$ cat config.mk
export PLATFORM = sky130hd
export DESIGN_NAME = wrv_mul
export DESIGN_NICKNAME = d
export VERILOG_FILES = /design/src/rtl/wrv_pkg.sv /design/src/rtl/wrv_mul.sv
export SDC_FILE = /design/constraint.sdc
export NUM_CORES = 2
export LEC_CHECK = 0
export BUFFER_PORTS_ARGS = -buffer_cell sky130_fd_sc_hd__buf_2
export CAP_MARGIN = 20
export CORE_MARGIN = 2
export CORE_UTILIZATION = 60
export DETAILED_ROUTE_END_ITERATION = 12
export HOLD_SLACK_MARGIN = 0.1
export PLACE_DENSITY = 0.86
export REMOVE_ABC_BUFFERS = 1
export SLEW_MARGIN = 10
export SYNTH_ARGS = -nofsm -noshare
export SYNTH_HDL_FRONTEND = slang
export SYNTH_SLANG_ARGS = --single-unit
$ cat constraint.sdc
create_clock -name clk_i -period 8.8 [get_ports clk_i]
set_clock_uncertainty 0.2 [all_clocks]
set_input_delay 0.44 -clock clk_i [delete_from_list [all_inputs] [get_ports clk_i]]
set_output_delay 0.44 -clock clk_i [all_outputs]
set_load 0.005 [all_outputs]
$ cat src/rtl/wrv_pkg.sv
`timescale 1ns / 1ps
// ----------------------------------------------------------------------------
// wrv_pkg
// Shared widths, angle constants and the CORDIC arctangent table.
// ----------------------------------------------------------------------------
package wrv_pkg;

  localparam int CW     = 38;  // CORDIC x/y datapath width
  localparam int ZW     = 22;  // angle width, signed Q6.16
  localparam int STEPS  = 17;  // CORDIC iterations
  localparam int IW     = 5;   // iteration counter width
  localparam int MW     = 35;  // multiplier operand width

  localparam logic signed [ZW-1:0] PI_Q      = 22'sd205887;
  localparam logic signed [ZW-1:0] HALF_PI_Q = 22'sd102944;
  localparam logic signed [ZW-1:0] TWO_PI_Q  = 22'sd411775;
  localparam logic signed [CW-1:0] CORDIC_K  = 38'sd652032874;

  // round(atan(2^-i) * 65536)
  function automatic logic signed [ZW-1:0] atan_tab(input logic [IW-1:0] i);
    logic signed [ZW-1:0] r;
    unique case (i)
      5'd0:    r = 22'sd51472;
      5'd1:    r = 22'sd30386;
      5'd2:    r = 22'sd16055;
      5'd3:    r = 22'sd8150;
      5'd4:    r = 22'sd4091;
      5'd5:    r = 22'sd2047;
      5'd6:    r = 22'sd1024;
      5'd7:    r = 22'sd512;
      5'd8:    r = 22'sd256;
      5'd9:    r = 22'sd128;
      5'd10:   r = 22'sd64;
      5'd11:   r = 22'sd32;
      5'd12:   r = 22'sd16;
      5'd13:   r = 22'sd8;
      5'd14:   r = 22'sd4;
      5'd15:   r = 22'sd2;
      5'd16:   r = 22'sd1;
      default: r = '0;
    endcase
    return r;
  endfunction

endpackage

$ cat src/rtl/wrv_mul.sv
`timescale 1ns / 1ps
// ----------------------------------------------------------------------------
// wrv_mul
// Shared signed multiplier with a registered product.
// ----------------------------------------------------------------------------
module wrv_mul (
  input  logic                              clk_i,
  input  logic signed [wrv_pkg::MW-1:0]     a_i,
  input  logic signed [wrv_pkg::MW-1:0]     b_i,
  output logic signed [2*wrv_pkg::MW-1:0]   p_o
);

  logic signed [2*wrv_pkg::MW-1:0] p_q;

  always_ff @(posedge clk_i) begin
    p_q <= a_i * b_i;
  end

  assign p_o = p_q;

endmodule

* Yosys cells after proc, flatten, opt, wreduce, memory -nomap -nowiden *
Cells that the tools add are included.
W data, S select, Z words.

storage, ports and cells
  bits of input ports = 71
  bits in writable memories = 0
  bits in latches = 0
  bits in registers = 70
  word-level logic and storage cells = 2
  memory bits (read-only) = 0
  memories kept = 0
  output and inout port bits = 70

operators by class
  reduce and logical (&&, ||, !) cells = 0
  $mul = 1
  bitwise logic cells = 0
  equal/unequal tests = 0
  shift-type cells = 0
  mux-type cells = 0
  divide/modulo/power cells = 0
  $add $sub $neg = 0
  $lt $le $gt $ge = 0

operator list
  cell              number
  $mul A35 B35 Y70  1

* Depth between registers and ports, before layout *
  depth after elaboration = 1
  gate-level depth with buffers = 30
  mapped depth without buffers = 28

* Worst setup path after synthesis *
Ideal clock, no wire load.

  path type = in2reg
  start = in a_i[34] (netlist name)
  end = reg p_q, in the netlist p_o[68]
  arrival time = 8.305 ns
  stages = 28
  setup slack = 0.172 ns
  cell sequence = clkbuf_1 clkbuf_1 nand2_1 inv_1 fa_1 fa_1 fa_1 inv_1 fa_1 inv_1 fa_1 fa_1 fa_1 inv_1 fa_1 inv_1 ha_1 buf_4 a21o_1 a21o_1 a21oi_1 o21ai_0 a221o_1 a21o_1 a31oi_1 o21a_1 o21ai_1 xor2_1

between the ends
  longest elaborated chain between the ends = 1

RTL lines
  element                 line           text
  start: declaration      wrv_mul.sv:8   input logic signed [wrv_pkg::MW-1:0] a_i,
  $mul A35 B35 Y70        wrv_mul.sv:16  p_q <= a_i * b_i;
  end signal: assignment  wrv_mul.sv:16
  end: declaration        wrv_mul.sv:13  logic signed [2*wrv_pkg::MW-1:0] p_q;

Every way passes these cells.

* Final worst setup path *
  start = in b_i[5] (netlist name)
  end = reg p_q, in the netlist p_o[68]

between the ends
  longest elaborated chain between the ends = 1

RTL lines
  element             line           text
  start: declaration  wrv_mul.sv:9   input logic signed [wrv_pkg::MW-1:0] b_i,
  $mul A35 B35 Y70    wrv_mul.sv:16

Every way passes these cells.

==> out/results.txt <==
WL/cell: 22.0 um
Final WS setup: 0.381 ns
die area: 0.0769 sq mm
outcome: finished, final reports clean
Syn-to-layout area delta: 5.02%
post-CTS resize count: 0
share of cells above drive strength 1: 6.59%
Die H: 277 um
critical path class: in -> reg
H-tree depth: 3
vias per cell: 5.73
Post-synth EDFFs: 0
max_cap viols: 0
clk sinks: 70
Worst-Margin Slew: 1.03 ns
first-pass GRT wire length: 203 mm
average size of a mapped cell: 9.60 sq um
Cell Area, Synth: 0.0448 sq mm
IO Count: 141
Initial Util: 60.4%
Max Transition Viols Final: 0
CP Max Fanout: 35
critical path's largest stage delay: 0.66 ns
initial antenna violation count: 10
Total Neg Setup Slack: 0 ns
CP max stage cell: buf_2
Worst path most repeated cell: fa_1
count leader, synth: fa_1
Post-synth top cells: fa_1 (1311), inv_1 (1158), and2_1 (667)
fin cells: 5682
CTS buffer count: 9
Net count, final: 6290
final wirelength: 125 mm
CP required: 8.88 ns
core region area: 0.0742 sq mm
sequential share of the synthesized area: 3.13%
share of the synthesized area in the top cell type: 58.5%
row count: 100
achievable frequency: 119 MHz
pre-CTS WS: 0.0853 ns
Post-synth top flop: dfxtp_1
post-route ant nets: 0
total grt overflow: 0
via count: 32500
post-CTS setup buffers: 0
synthesized instance count: 4671
port bufs: 140
Area contributors post-synth: fa_1 (59%), inv_1 (9.7%), and2_1 (9.3%)
Final Setup Violations: 0
Tmin final: 8.42 ns
Worst-path clk slew: 0.07 ns
Final Hold Fails: 0
TritonRoute pass-1 iters: 6
ys async rst share: 0%
RSZ-0062 raised after global routing: false
post-synthesis register bit count: 70
clk root buf: clkbuf_16
CTS Buffer Depth: 2
YS warnings: 0
drt first-iter violations: 2841
largest net degree at the start of global routing: 36
placed cells: 5659
CTS tree: yes
all-layer global routing usage: 34.7%
post-route DRC violation count: 0
vias in the first global route: 37000
Final period util: 95.7%
hpwl dp: 100 mm
Post-CTS Hold Fix Bufs: 0
Die Span X: 277 um
layout filler cell count: 5653
Slew HR: 31.3%
Synth cell types: 71
Worst Setup End Kind: register
CP arrival: 8.50 ns
Hold Path Depth: 3
Hold Path Class: in -> reg
critical path startpoint category: input pin
max reg flops: 70
routability congestion estimate: 0.991
Synth area leader: fa_1
==> path summary, 6_finish.rpt <==
path                    from  endpoint  slack, ns
worst max-delay path  b_i[5]   p_o[68]       0.38
worst min-delay path  a_i[0]    p_o[0]       0.56
==> layer usage <==
layer / global-route usage [%] / routed length, um / vias to the layer above
met5: 0 / 40 / -
met4: 22.3 / 9940 / 6
met3: 10.5 / 14800 / 597
met2: 55.2 / 58500 / 2078
met1: 41.2 / 41600 / 16600
li1: - / - / 13300
==> cell families (layout without fill, tap and decap cells) <==
family          count (synthesis)  count (layout)  synth area share [%]
flops                          70              70                  3.13
compound gates                229             229                  3.35
fa+ha+maj                    1518            1518                  64.3
other cells                     0               7                     0
simple gates                 1365            1365                  15.6
xor+xnor                       79              79                  1.54
buf+inv                      1410            1445                  12.0
==> stage by stage <==
| stage | utilization (%) | cell area (sq um) | hold WS (ns) |
|---|---|---|---|
| after detailed placement | 63.1 | 46800 | 0.615 |
| after CTS | 63.4 | 47100 | 0.468 |
| after floorplan | - | 43800 | 0.362 |
| after global routing | 63.4 | 47100 | 0.545 |
| final | 63.5 | 47100 | 0.557 |
| after global placement | 63.1 | 46800 | 0.615 |
==> cells in the final DEF (no fill, tap or decap), types with 3 or more instances in the layout <==
| master | Yosys | routed |
|---|---|---|
| a211o_1 | 3 | 3 |
| diode_2 | 0 | 7 |
| a21oi_1 | 75 | 75 |
| o21bai_1 | 12 | 12 |
| xor2_1 | 25 | 25 |
| buf_2 | 0 | 140 |
| clkbuf_16 | 0 | 9 |
| o21ai_0 | 32 | 32 |
| a21o_1 | 38 | 38 |
| and2_1 | 667 | 667 |
| nand4_1 | 16 | 16 |
| inv_1 | 1158 | 1158 |
| xnor2_1 | 54 | 54 |
| o21ai_2 | 3 | 3 |
| a31oi_1 | 8 | 8 |
| and4_1 | 3 | 3 |
| nor2_1 | 52 | 52 |
| nor2b_1 | 5 | 5 |
| o21a_1 | 9 | 9 |
| nand3_1 | 7 | 7 |
| o21ai_1 | 13 | 13 |
| dfxtp_1 | 70 | 70 |
| buf_12 | 0 | 9 |
| buf_4 | 8 | 121 |
| nand2b_1 | 15 | 15 |
| fa_1 | 1311 | 1310 |
| ha_1 | 207 | 207 |
| o211ai_1 | 5 | 5 |
| nand2_1 | 569 | 569 |
| and3_1 | 11 | 11 |
| a211oi_1 | 3 | 3 |
==> area by class of cell <==
| cell class | count | area (sq um) | area share (%) |
|---|---|---|---|
| repair buffers | 270 | 1790 | 3.80 |
| clock inverters | 5 | 33.8 | 0.0717 |
| diodes | 7 | 17.5 | 0.0372 |
| multi-input cells | 3191 | 38000 | 80.8 |
| well taps | 969 | 1210 | 2.57 |
| clock buffers | 11 | 243 | 0.515 |
| inverters | 1159 | 4350 | 9.24 |
| flip-flops and latches | 70 | 1400 | 2.98 |
==> critical path: cells and delay by family <==
kind,cells,cell delay [ns]
xor gates and xnor gates,1,0.14
AOI/OAI and AO/OA,9,1.84
adders and majority gates,9,4.30
buffers and inverters,7,1.52
and+or+nand+nor,1,0.20
Power is not shown: default switching activity piles up to over one toggle a cycle in this logic, so the estimate is an artifact.
